--- config.mk ---
export PLATFORM = sky130hd
export DESIGN_NAME = xor_framed_serial_receiver
export DESIGN_NICKNAME = d
export VERILOG_FILES = /design/src/hdl/xfsr_pkg.sv /design/src/hdl/xor_framed_serial_receiver.sv /design/src/hdl/xfsr_frame_fsm.sv /design/src/hdl/xfsr_out_skid.sv
export VERILOG_INCLUDE_DIRS = /design/src /design/src/hdl
export SDC_FILE = /design/constraint.sdc
export NUM_CORES = 1
export LEC_CHECK = 0
export ABC_AREA = 1
export BUFFER_PORTS_ARGS = -buffer_cell sky130_fd_sc_hd__buf_2
export CAP_MARGIN = 20
export CORE_ASPECT_RATIO = 0.7
export CORE_MARGIN = 3
export CORE_UTILIZATION = 54
export DETAILED_ROUTE_END_ITERATION = 16
export GPL_TIMING_DRIVEN = 1
export PLACE_DENSITY_LB_ADDON = 0.3
export REMOVE_ABC_BUFFERS = 1
export SLEW_MARGIN = 20
export SYNTH_ARGS = -nofsm -noshare
export SYNTH_HDL_FRONTEND = slang
export SYNTH_SLANG_ARGS = --single-unit
export TNS_END_PERCENT = 10
--- constraint.sdc ---
create_clock -name i_clk -period 3.7 [get_ports i_clk]
set_input_delay 0.185 -clock i_clk [delete_from_list [all_inputs] [get_ports i_clk]]
set_output_delay 0.185 -clock i_clk [all_outputs]
set_load 0.05 [all_outputs]
--- src/hdl/xor_framed_serial_receiver_assert.svh ---
// Assertion macros shared by the receiver modules.
// Each module that uses them has i_clk and i_rst_n in scope.
`ifndef XOR_FRAMED_SERIAL_RECEIVER_ASSERT_SVH
`define XOR_FRAMED_SERIAL_RECEIVER_ASSERT_SVH

// Same-cycle implication, checked outside reset
`define XFSR_ASSERT_NOW(label, ante, cons, msg) \
    label: assert property (@(posedge i_clk) disable iff (!i_rst_n) \
        (ante) |-> (cons)) else $error(msg);

// Next-cycle implication, checked outside reset
`define XFSR_ASSERT_NEXT(label, ante, cons, msg) \
    label: assert property (@(posedge i_clk) disable iff (!i_rst_n) \
        (ante) |=> (cons)) else $error(msg);

`endif

--- src/hdl/xfsr_pkg.sv ---
// ---------------------------------------------------------------------------
// xfsr_pkg
// Shared constants, codes and the result record of the framed serial receiver.
// ---------------------------------------------------------------------------
`default_nettype none

package xfsr_pkg;

    // Frame header bytes
    localparam logic [7:0] HDR_FIRST  = 8'hAA;
    localparam logic [7:0] HDR_SECOND = 8'hBB;

    // Configuration register indexes and reset values
    localparam int unsigned CFG_IDX_W = 8;
    localparam logic [CFG_IDX_W-1:0] CFG_EXPECTED_COMMAND = 8'd0;
    localparam logic [CFG_IDX_W-1:0] CFG_TIMEOUT_TICKS    = 8'd1;
    localparam logic [7:0]  RST_EXPECTED_COMMAND = 8'h20;
    localparam logic [15:0] RST_TIMEOUT_TICKS    = 16'd1000;

    // Request types
    localparam logic REQ_BYTE = 1'b0;
    localparam logic REQ_TICK = 1'b1;

    // Result kinds
    localparam logic KIND_PAYLOAD = 1'b0;
    localparam logic KIND_REPORT  = 1'b1;

    // Frame result codes
    localparam logic [2:0] RES_OK       = 3'd0;
    localparam logic [2:0] RES_CHECKSUM = 3'd1;
    localparam logic [2:0] RES_COMMAND  = 3'd2;
    localparam logic [2:0] RES_TIMEOUT  = 3'd3;
    localparam logic [2:0] RES_SHORT    = 3'd4;

    // One result transaction
    typedef struct packed {
        logic       out_kind;
        logic [7:0] data_byte;
        logic [7:0] status_byte;
        logic [7:0] payload_count;
        logic [2:0] frame_result;
        logic       last;
    } t_result;

endpackage

`default_nettype wire

--- src/hdl/xor_framed_serial_receiver.sv ---
// ---------------------------------------------------------------------------
// Framed serial receiver with XOR checksum.
// Request channel (i_valid/o_ready): each transaction is one received byte
//   (i_req_type 0, i_rx_byte) or one time tick (i_req_type 1).
// Result channel (o_valid/i_ready): payload bytes as they arrive, and one
//   closing report per frame (o_last 1) with status, payload count and code.
// Config channel (i_cfg_valid/o_cfg_ready): index 0 sets the expected
//   command, index 1 the timeout in ticks; it is always ready.
// Throughput: one request per cycle while o_ready is high. The frame parser
//   updates its state in the accepting cycle; the result reaches o_valid through the registered output stage.
// Stall: a two-entry output stage (output register plus skid) absorbs one
//   extra result; o_ready drops only when both entries hold data, and comes
//   from a register.
// Reset (i_rst_n low, synchronous): parser back to header hunt, timer
//   disarmed, output stage empty, registers to 0x20 and 1000 ticks.
// ---------------------------------------------------------------------------
`default_nettype none

module xor_framed_serial_receiver (
    input  wire         i_clk,
    input  wire         i_rst_n,
    input  wire         i_valid,
    output logic        o_ready,
    input  wire         i_req_type,
    input  wire [7:0]   i_rx_byte,
    output logic        o_valid,
    input  wire         i_ready,
    output logic        o_out_kind,
    output logic [7:0]  o_data_byte,
    output logic [7:0]  o_status_byte,
    output logic [7:0]  o_payload_count,
    output logic [2:0]  o_frame_result,
    output logic        o_last,
    input  wire         i_cfg_valid,
    output logic        o_cfg_ready,
    input  wire [xfsr_pkg::CFG_IDX_W-1:0] i_cfg_index,
    input  wire [15:0]  i_cfg_data
);

    logic [7:0]        r_expected_command;
    logic [15:0]       r_timeout_ticks;
    logic              res_valid;
    xfsr_pkg::t_result res;
    xfsr_pkg::t_result out_res;

    assign o_cfg_ready = 1'b1;

    // Configuration registers; writes to unknown indexes are dropped
    always_ff @(posedge i_clk) begin
        if (!i_rst_n) begin
            r_expected_command <= xfsr_pkg::RST_EXPECTED_COMMAND;
            r_timeout_ticks    <= xfsr_pkg::RST_TIMEOUT_TICKS;
        end else if (i_cfg_valid) begin
            case (i_cfg_index)
                xfsr_pkg::CFG_EXPECTED_COMMAND: r_expected_command <= i_cfg_data[7:0];
                xfsr_pkg::CFG_TIMEOUT_TICKS:    r_timeout_ticks    <= i_cfg_data;
                default: ;
            endcase
        end
    end

    xfsr_frame_fsm u_fsm (
        .i_clk              (i_clk),
        .i_rst_n            (i_rst_n),
        .i_req_valid        (i_valid),
        .i_req_ready        (o_ready),
        .i_req_type         (i_req_type),
        .i_rx_byte          (i_rx_byte),
        .i_expected_command (r_expected_command),
        .i_timeout_ticks    (r_timeout_ticks),
        .o_res_valid        (res_valid),
        .o_res              (res)
    );

    xfsr_out_skid u_out (
        .i_clk   (i_clk),
        .i_rst_n (i_rst_n),
        .i_push  (res_valid),
        .i_data  (res),
        .o_space (o_ready),
        .o_valid (o_valid),
        .i_ready (i_ready),
        .o_data  (out_res)
    );

    // Unpack the result transaction onto the ports
    assign o_out_kind      = out_res.out_kind;
    assign o_data_byte     = out_res.data_byte;
    assign o_status_byte   = out_res.status_byte;
    assign o_payload_count = out_res.payload_count;
    assign o_frame_result  = out_res.frame_result;
    assign o_last          = out_res.last;

endmodule

`default_nettype wire

--- src/hdl/xfsr_frame_fsm.sv ---
// ---------------------------------------------------------------------------
// xfsr_frame_fsm
// Frame parser: header hunt, length, status, payload and checksum phases,
// plus the inter-byte timeout. One request is consumed per cycle while i_req_ready is high.
// ---------------------------------------------------------------------------
`default_nettype none
`include "xor_framed_serial_receiver_assert.svh"

module xfsr_frame_fsm (
    input  wire                  i_clk,
    input  wire                  i_rst_n,
    input  wire                  i_req_valid,
    input  wire                  i_req_ready,
    input  wire                  i_req_type,
    input  wire [7:0]            i_rx_byte,
    input  wire [7:0]            i_expected_command,
    input  wire [15:0]           i_timeout_ticks,
    output logic                 o_res_valid,
    output xfsr_pkg::t_result    o_res
);

    // Phase codes
    localparam logic [2:0] PH_HUNT    = 3'd0;
    localparam logic [2:0] PH_LENGTH  = 3'd1;
    localparam logic [2:0] PH_STATUS  = 3'd2;
    localparam logic [2:0] PH_PAYLOAD = 3'd3;
    localparam logic [2:0] PH_CHECK   = 3'd4;

    logic [2:0]  r_phase,  n_phase;
    logic        r_saw_aa, n_saw_aa;
    logic [7:0]  r_left,   n_left;
    logic [7:0]  r_count,  n_count;
    logic [7:0]  r_xor,    n_xor;
    logic [7:0]  r_status, n_status;
    logic [15:0] r_idle,   n_idle;
    logic        r_armed,  n_armed;

    logic        take;
    logic [15:0] limit;
    logic [15:0] idle_inc;

    assign take     = i_req_valid & i_req_ready;
    assign limit    = (i_timeout_ticks == 16'd0) ? 16'd1 : i_timeout_ticks;
    assign idle_inc = (r_idle == 16'hFFFF) ? r_idle : r_idle + 16'd1;

    // Compute next state and the result of the current transaction
    always_comb begin
        n_phase     = r_phase;
        n_saw_aa    = r_saw_aa;
        n_left      = r_left;
        n_count     = r_count;
        n_xor       = r_xor;
        n_status    = r_status;
        n_idle      = r_idle;
        n_armed     = r_armed;
        o_res_valid = 1'b0;
        o_res       = '0;

        if (take) begin
            if (i_req_type == xfsr_pkg::REQ_TICK) begin
                // Count ticks only while armed; close the frame on timeout
                if (r_armed) begin
                    n_idle = idle_inc;
                    if (idle_inc >= limit) begin
                        o_res_valid         = 1'b1;
                        o_res.out_kind      = xfsr_pkg::KIND_REPORT;
                        o_res.status_byte   = r_status;
                        o_res.payload_count = r_count;
                        o_res.frame_result  = xfsr_pkg::RES_TIMEOUT;
                        o_res.last          = 1'b1;
                    end
                end
            end else begin
                n_armed = 1'b1;
                n_idle  = 16'd0;
                case (r_phase)
                    PH_HUNT: begin
                        if (r_saw_aa && i_rx_byte == xfsr_pkg::HDR_SECOND) begin
                            n_phase  = PH_LENGTH;
                            n_count  = 8'd0;
                            n_status = 8'd0;
                        end
                        n_saw_aa = (i_rx_byte == xfsr_pkg::HDR_FIRST);
                    end
                    PH_LENGTH: begin
                        n_xor  = i_rx_byte;
                        n_left = i_rx_byte - 8'd2;
                        if (i_rx_byte < 8'd2) begin
                            o_res_valid        = 1'b1;
                            o_res.out_kind     = xfsr_pkg::KIND_REPORT;
                            o_res.frame_result = xfsr_pkg::RES_SHORT;
                            o_res.last         = 1'b1;
                        end else begin
                            n_phase = PH_STATUS;
                        end
                    end
                    PH_STATUS: begin
                        n_status = i_rx_byte;
                        n_xor    = r_xor ^ i_rx_byte;
                        n_phase  = (r_left == 8'd0) ? PH_CHECK : PH_PAYLOAD;
                    end
                    PH_PAYLOAD: begin
                        n_xor   = r_xor ^ i_rx_byte;
                        n_left  = r_left - 8'd1;
                        n_count = r_count + 8'd1;
                        if (r_left == 8'd1) begin
                            n_phase = PH_CHECK;
                        end
                        o_res_valid     = 1'b1;
                        o_res.out_kind  = xfsr_pkg::KIND_PAYLOAD;
                        o_res.data_byte = i_rx_byte;
                    end
                    default: begin
                        // Checksum byte: checksum error wins over command error
                        o_res_valid         = 1'b1;
                        o_res.out_kind      = xfsr_pkg::KIND_REPORT;
                        o_res.status_byte   = r_status;
                        o_res.payload_count = r_count;
                        o_res.last          = 1'b1;
                        if (i_rx_byte != r_xor) begin
                            o_res.frame_result = xfsr_pkg::RES_CHECKSUM;
                        end else if (r_status != i_expected_command) begin
                            o_res.frame_result = xfsr_pkg::RES_COMMAND;
                        end else begin
                            o_res.frame_result = xfsr_pkg::RES_OK;
                        end
                    end
                endcase
            end

            // Any closing report returns to the header hunt
            if (o_res_valid && o_res.last) begin
                n_phase  = PH_HUNT;
                n_saw_aa = 1'b0;
                n_armed  = 1'b0;
                n_idle   = 16'd0;
                n_status = 8'd0;
                n_count  = 8'd0;
            end
        end
    end

    // Control state
    always_ff @(posedge i_clk) begin
        if (!i_rst_n) begin
            r_phase  <= PH_HUNT;
            r_saw_aa <= 1'b0;
            r_armed  <= 1'b0;
            r_idle   <= 16'd0;
            r_status <= 8'd0;
            r_count  <= 8'd0;
        end else begin
            r_phase  <= n_phase;
            r_saw_aa <= n_saw_aa;
            r_armed  <= n_armed;
            r_idle   <= n_idle;
            r_status <= n_status;
            r_count  <= n_count;
        end
    end

    // Frame datapath
    always_ff @(posedge i_clk) begin
        r_left <= n_left;
        r_xor  <= n_xor;
    end

    `XFSR_ASSERT_NOW(a_idle_clear_when_disarmed, !r_armed, r_idle == 16'd0,
        "idle tick count nonzero while timer disarmed")
    `XFSR_ASSERT_NEXT(a_payload_keeps_frame,
        o_res_valid && o_res.out_kind == xfsr_pkg::KIND_PAYLOAD,
        r_phase == PH_PAYLOAD || r_phase == PH_CHECK,
        "payload transaction did not stay inside the frame")
    `XFSR_ASSERT_NEXT(a_report_returns_to_hunt, o_res_valid && o_res.last,
        r_phase == PH_HUNT && !r_armed && !r_saw_aa,
        "closing report did not return to header hunt")

endmodule

`default_nettype wire

--- src/hdl/xfsr_out_skid.sv ---
// ---------------------------------------------------------------------------
// xfsr_out_skid
// Registered output stage with one skid entry. Upstream ready comes from a
// register, so no combinational path runs from downstream ready upstream.
// ---------------------------------------------------------------------------
`default_nettype none
`include "xor_framed_serial_receiver_assert.svh"

module xfsr_out_skid (
    input  wire                  i_clk,
    input  wire                  i_rst_n,
    input  wire                  i_push,
    input  wire xfsr_pkg::t_result i_data,
    output logic                 o_space,
    output logic                 o_valid,
    input  wire                  i_ready,
    output xfsr_pkg::t_result    o_data
);

    logic              r_main_v;
    logic              r_skid_v;
    xfsr_pkg::t_result r_main;
    xfsr_pkg::t_result r_skid;
    logic              pop;

    assign pop     = r_main_v & i_ready;
    assign o_space = ~r_skid_v;
    assign o_valid = r_main_v;
    assign o_data  = r_main;

    // Advance the output register, or park an incoming transaction in the skid
    always_ff @(posedge i_clk) begin
        if (!i_rst_n) begin
            r_main_v <= 1'b0;
            r_skid_v <= 1'b0;
        end else if (!r_main_v || pop) begin
            if (r_skid_v) begin
                r_main_v <= 1'b1;
                r_skid_v <= 1'b0;
            end else begin
                r_main_v <= i_push;
            end
        end else if (i_push) begin
            r_skid_v <= 1'b1;
        end
    end

    // Payload registers
    always_ff @(posedge i_clk) begin
        if (!r_main_v || pop) begin
            r_main <= r_skid_v ? r_skid : i_data;
        end
        if (r_main_v && !pop && i_push) begin
            r_skid <= i_data;
        end
    end

    `XFSR_ASSERT_NOW(a_skid_implies_main, r_skid_v, r_main_v,
        "skid entry held without an output entry")
    `XFSR_ASSERT_NEXT(a_stall_fills_skid, r_main_v && !i_ready && i_push,
        r_skid_v, "stalled transaction was not parked in skid")
    `XFSR_ASSERT_NEXT(a_skid_drains, r_skid_v && i_ready, r_main_v && !r_skid_v,
        "skid entry did not move to the output")

endmodule

`default_nettype wire
==> results.json, run 1 <==
{
  "status": "complete, no violations",
  "fin_crit_ps": 3410,
  "io_pins": 70,
  "clock.fmax_mhz": 293,
  "crit_required_ps": 4000,
  "postCtsSetupRepairBufs": 0,
  "layout_common_cells": "193 x nand2_1, 94 x nor2_1, 72 x edfxtp_1",
  "ys_warn_count": 0,
  "period_share_pct": 92.3,
  "critPathCaptureType": "flop",
  "n_antenna_cell": 0,
  "die_area_um2": 14500,
  "grt_pass1_wl_um": 27100,
  "worst_pin_slew_ps": 941,
  "dp_worst_setup_slack_ps": 206,
  "max-slew-margin-rel_pct": 37.2,
  "synthFlopType": "edfxtp_1",
  "wl_per_cell_um": 15.5,
  "grt_pass1_vias": 5373,
  "grt_max_degree": 39,
  "finClkSkew_ps": 12.5,
  "clock_latency_ps": 420,
  "synth_area_um2": 7030,
  "path_clk_slew_ps": 60,
  "path_max_fanout": 29,
  "irDropWorstVdd_v": 0.000323,
  "power.density_nw_per_um2": 434,
  "cts_sinks": 135,
  "syn_inst": 843,
  "syn2layout_area_growth_pct": 14.9,
  "start_util_pct": 55.9,
  "drc_errors": 0,
  "place_inst": 1045,
  "clockBufferDepth": 2,
  "crit_type": "flop to flop",
  "fin_nets": 964,
  "hp-class": "input pin to flop",
  "hold_viol_final": 0,
  "rows": 34,
  "synthDistinctLibCells": 44,
  "post-route-cell-area_um2": 8080,
  "async_flop_share_pct": 0,
  "place_congestion": 0.931,
  "io_buffer_count": 68,
  "h-tree-depth": 4,
  "setup_ws_ps": 287,
  "cts_tree": "yes",
  "antenna_found_initial": 0,
  "slew_viol_final": 0,
  "synth.avg_cell_area_um2": 8.34,
  "cts_buffers": 17,
  "fin_util_pct": 64.2,
  "grtUsageTotal_pct": 23.7,
  "layout_commonest_cell": "nand2_1",
  "worst_setup_path_start_kind": "flop",
  "grt_overflow": 0,
  "drive_gt1_share_pct": 15.7,
  "hpwl_um": 11600,
  "via_per_inst": 5.52,
  "wirelength_um": 16700,
  "rsz0062_at_grt": "no",
  "cts_root_buffer": "clkbuf_16",
  "placed_area_um2": 7460,
  "via_count": 5959,
  "coreArea_um2": 12600,
  "worstPathArrival_ps": 3710,
  "die_w_um": 142,
  "ys_seq_area_share_pct": 48.7,
  "setup_viol": 0,
  "leakagePower_nw": 3.51,
  "finalNonFillerCells": 1079,
  "drt_iter0_markers": 568,
  "dieHeight_um": 101,
  "ys_seq_elements": 135,
  "synth_edf_count": 72,
  "drtPass1Iterations": 5,
  "cap_violations": 0,
  "postRouteAntennaNets": 0
}
## Yosys cell counts, types with 3 or more instances
cell type / number / share of area [%]
o21ai_0: 65 / 4.6
nand4_1: 18 / 1.6
edfxtp_1: 72 / 31
nor3_1: 11 / 0.78
o211ai_1: 7 / 0.75
nor2_4: 3 / 0.48
a21oi_1: 54 / 3.8
xor2_1: 22 / 2.7
nand2_2: 5 / 0.44
nand3_1: 44 / 3.1
nor4_1: 10 / 0.89
inv_2: 11 / 0.59
a31oi_1: 3 / 0.27
clkbuf_1: 17 / 0.91
buf_6: 4 / 0.64
a21o_1: 4 / 0.43
ha_1: 22 / 3.9
xnor2_1: 11 / 1.4
nand2_1: 193 / 10
buf_4: 6 / 0.64
buf_2: 6 / 0.43
inv_1: 71 / 3.8
nor2_1: 96 / 5.1
dfxtp_1: 63 / 18
## logic make-up after synthesis
kind of cell	count (synthesis)	share of synthesized area [%]
AND/OR/NAND/NOR	392	24.9
AO/OA/AOI/OAI	141	10.9
XOR/XNOR	33	4.11
other	1	0.0533
flip-flops	135	48.7
buffers and inverters	119	7.44
adder cells (fa/ha/maj)	22	3.91
## worst paths after layout
check                  startpoint                     to  slack, ps  cells past startpoint
hold reg to reg    u_fsm.r_saw_aa         u_fsm.r_saw_aa        470                      2
setup / recovery  u_fsm.r_idle[5]      u_fsm.r_status[5]        290                     16
hold / removal      i_cfg_data[5]  r_expected_command[5]         10                      3
setup reg to reg  u_fsm.r_idle[5]      u_fsm.r_status[5]        290                     16
## power breakdown
group	internal (W)	switching (W)
registers	0.00159	0.0000155
logic	0.0000735	0.000183
clock network	0.00101	0.000642
total	0.00267	0.000840
## metal layers
layer  vias to the layer above  track usage (%)  wire (um)  share of wire, %
li1                       2938                -          -                 -
met1                      2738             36.3       8290                50
met2                       249             33.7       6870                41
met3                        34             4.96       1300               7.8
met4                         0             6.87        252               1.5
met5                         -                0          0                 0
## sequential cells by signal, summed over array words and instances, names as in the netlist, 3 cells and up
signal              count
u_out.r_skid           28
u_fsm.r_status          8
r_expected_command      8
u_fsm.r_left            8
u_out.o_data           28
r_timeout_ticks        16
u_fsm.r_xor             8
u_fsm.r_count           8
u_fsm.r_idle           16
u_fsm.r_phase           3
## metrics by stage
step / hold slack (ps) / TNS [ps] / total power, W
global placement: 406 / 0 / 0.00188
global route: 15.7 / 0 / 0.00361
CTS: 0.587 / 0 / 0.00352
floorplan: 269 / -10090 / 0.00179
detailed placement: 405 / 0 / 0.00188
finish: 10.3 / 0 / 0.00351
## layout make-up
cell class	count	area [um2]
clock buffers	24	529
clock inverters	8	60.1
fillers	1041	4510
inverters	83	317
multi-input cells	589	3100
flip-flops and latches	135	3420
well taps	162	203
repair buffers	78	445
## timing repair
item	in CTS	in global routing
resized for setup	0	4
hold endpoints to repair	2	0
hold buffers	2	0
setup endpoints to repair	0	47
## critical path: stages, from the launching register on
cell and delay (ps):
dfxtp_1 450, nand2_1 160, nor3_2 290, nand2_1 160, nor2_1 150, xnor2_1 130
nand2_1 130, ha_1 330, nand4_1 100, nor3_1 260, nand2_1 110, nand2_2 130
nand3_4 330, o21ai_4 320, nand3_1 120, nand2_1 90, nor2_1 50
Power figures use the tool's default switching activity.
==> inputs of run 2 (changes only) <==
Settings changed: CORE_UTILIZATION 54 to 60.
Clock period 3.7 ns to 4.3 ns, I/O delays scaled along.
==> results.json, run 2 (synthesis results as in run 1) <==
{
  "slew_viol_final": 0,
  "via_count": 6179,
  "postRouteAntennaNets": 0,
  "grt_max_degree": 40,
  "rows": 32,
  "antenna_found_initial": 0,
  "die_area_um2": 13100,
  "worst_setup_path_start_kind": "flop",
  "finalSetupTns_ps": 0,
  "crit_slowest_cell": "dfxtp_1",
  "drive_gt1_share_pct": 15.0,
  "power.density_nw_per_um2": 374,
  "cts_sinks": 135,
  "coreArea_um2": 11200,
  "syn2layout_area_growth_pct": 13.2,
  "fin_crit_ps": 3720,
  "leakagePower_nw": 3.46,
  "holdPathStages": 3,
  "grt_pass1_vias": 5759,
  "wl_per_cell_um": 16.8,
  "layout_common_cells": "193 x nand2_1, 95 x nor2_1, 72 x edfxtp_1",
  "crit_required_ps": 4400,
  "cap_violations": 0,
  "multiInputGateArea_um2": 3090,
  "layout_commonest_cell": "nand2_1",
  "grt_pass1_wl_um": 28500,
  "fin_nets": 958,
  "hpwl_um": 12700,
  "n_antenna_cell": 0,
  "drc_errors": 0,
  "register_area_um2": 3420,
  "crit_type": "flop to flop",
  "crit_chain": "ha_1 > nand2_1 > nor2_2 > nand3_1 > nor2_1 > nand4_1 > nand2_1 > inv_1 > a21oi_1 > ha_1 > nand2_1 > inv_1 > nand2_1 > nor2_1 > nor2_1 > nand2_1 > nand2_1 > nand2_2 > nand2_4 > inv_2 > nand2_1 > nor2_2 > buf_4",
  "worstPathArrival_ps": 3810,
  "ff2ff_setup_slack_ps": 580,
  "crit_top_cell": "nand2_1",
  "die_w_um": 135,
  "status": "complete, no violations",
  "clock.fmax_mhz": 269,
  "postCtsSetupRepairBufs": 0,
  "cts_repair_resize_count": 0,
  "hp-class": "input pin to flop",
  "setup_viol": 0,
  "drt_iter0_markers": 680,
  "r2r_cells": 23,
  "final.fill_count": 852,
  "start_util_pct": 62.7,
  "clock_latency_ps": 420,
  "cts_root_buffer": "clkbuf_16",
  "max-slew-margin-rel_pct": 28.0,
  "reg2reg_to": "u_out.r_skid[22]",
  "clockBufferDepth": 2,
  "critPathCaptureType": "flop",
  "via_per_inst": 5.81,
  "h-tree-depth": 4,
  "dieHeight_um": 96.6,
  "cts_tree": "yes",
  "grtUsageTotal_pct": 28.0,
  "irDropWorstVdd_v": 0.000288,
  "min_to": "r_timeout_ticks[9]",
  "finClkSkew_ps": 7.41,
  "p_total_w": 0.00298,
  "place_congestion": 0.927,
  "worst_pin_slew_ps": 1080,
  "period_share_pct": 86.4,
  "worst_path_largest_cell_delay_ps": 400,
  "hold_path.startpoint": "i_cfg_data[9]",
  "io_buffer_count": 68,
  "worstReg2RegStart": "u_fsm.r_idle[0]",
  "io_pins": 70,
  "cts_buffers": 17,
  "drtPass1Iterations": 5,
  "path_clk_slew_ps": 60,
  "path_max_fanout": 19,
  "grt_overflow": 0,
  "wirelength_um": 17900,
  "cts_hold_buf": 0,
  "hold_viol_final": 0,
  "rsz0062_at_grt": "no"
}
[run 2: cell type report]
cell class,count,share of cell area [%]
Clock inverter,9,0.833
Timing Repair Buffer,72,4.65
Tap cell,153,2.40
Sequential cell,135,43.0
Inverter,83,3.98
Clock buffer,23,6.29
Multi-Input combinational cell,589,38.9
[run 2: routing by layer]
| metal | vias up | track usage, % | share of wire (%) |
|---|---|---|---|
| li1 | 2915 | - | - |
| met1 | 2902 | 39.4 | 45 |
| met2 | 324 | 43.9 | 45 |
| met3 | 38 | 6.57 | 8.9 |
| met4 | 0 | 8.22 | 1.6 |
| met5 | - | 0 | 0 |
[run 2: how the worst max path moves through the flow]
stage                          startpoint          endpoint  slack, ps  cells after the start
after floorplan           u_fsm.r_idle[0]   u_out.r_skid[0]        240                     21
after global placement    u_fsm.r_idle[0]   u_out.r_skid[5]        840                     22
after detailed placement  u_fsm.r_idle[0]  u_out.r_skid[22]        660                     22
after CTS                 u_fsm.r_idle[0]  u_out.r_skid[22]        630                     22
after global routing      u_fsm.r_idle[0]  u_out.r_skid[22]        210                     22
final                     u_fsm.r_idle[0]  u_out.r_skid[22]        580                     23
[run 2: critical path, delay by kind of cell (launching register included)]
family | cells | cell delay (ps)
buf+inv | 4 | 670
compound gates | 1 | 220
fa+ha+maj | 2 | 380
simple gates | 16 | 1720
flops | 1 | 400
[run 2: power breakdown]
group          leakage [nW]  internal [W]  switching [W]  total [W]
Sequential             1.30       0.00137      0.0000134    0.00138
Combinational          1.89     0.0000591       0.000159   0.000218
Clock                 0.274      0.000824       0.000558    0.00138
[run 2: stage by stage]
stage	cells	worst slack, ps	utilization, %	hold WS (ps)	instance area, um2
5_1_grt	1064	213	71.0	20.9	7960
3_5_place_dp	1032	658	65.9	452	7390
6_report	1064	584	71.0	22.6	7960
3_3_place_gp	1032	842	65.9	434	7390
2_1_floorplan	807	240	-	299	6830
4_1_cts	1064	634	71.0	22.2	7960
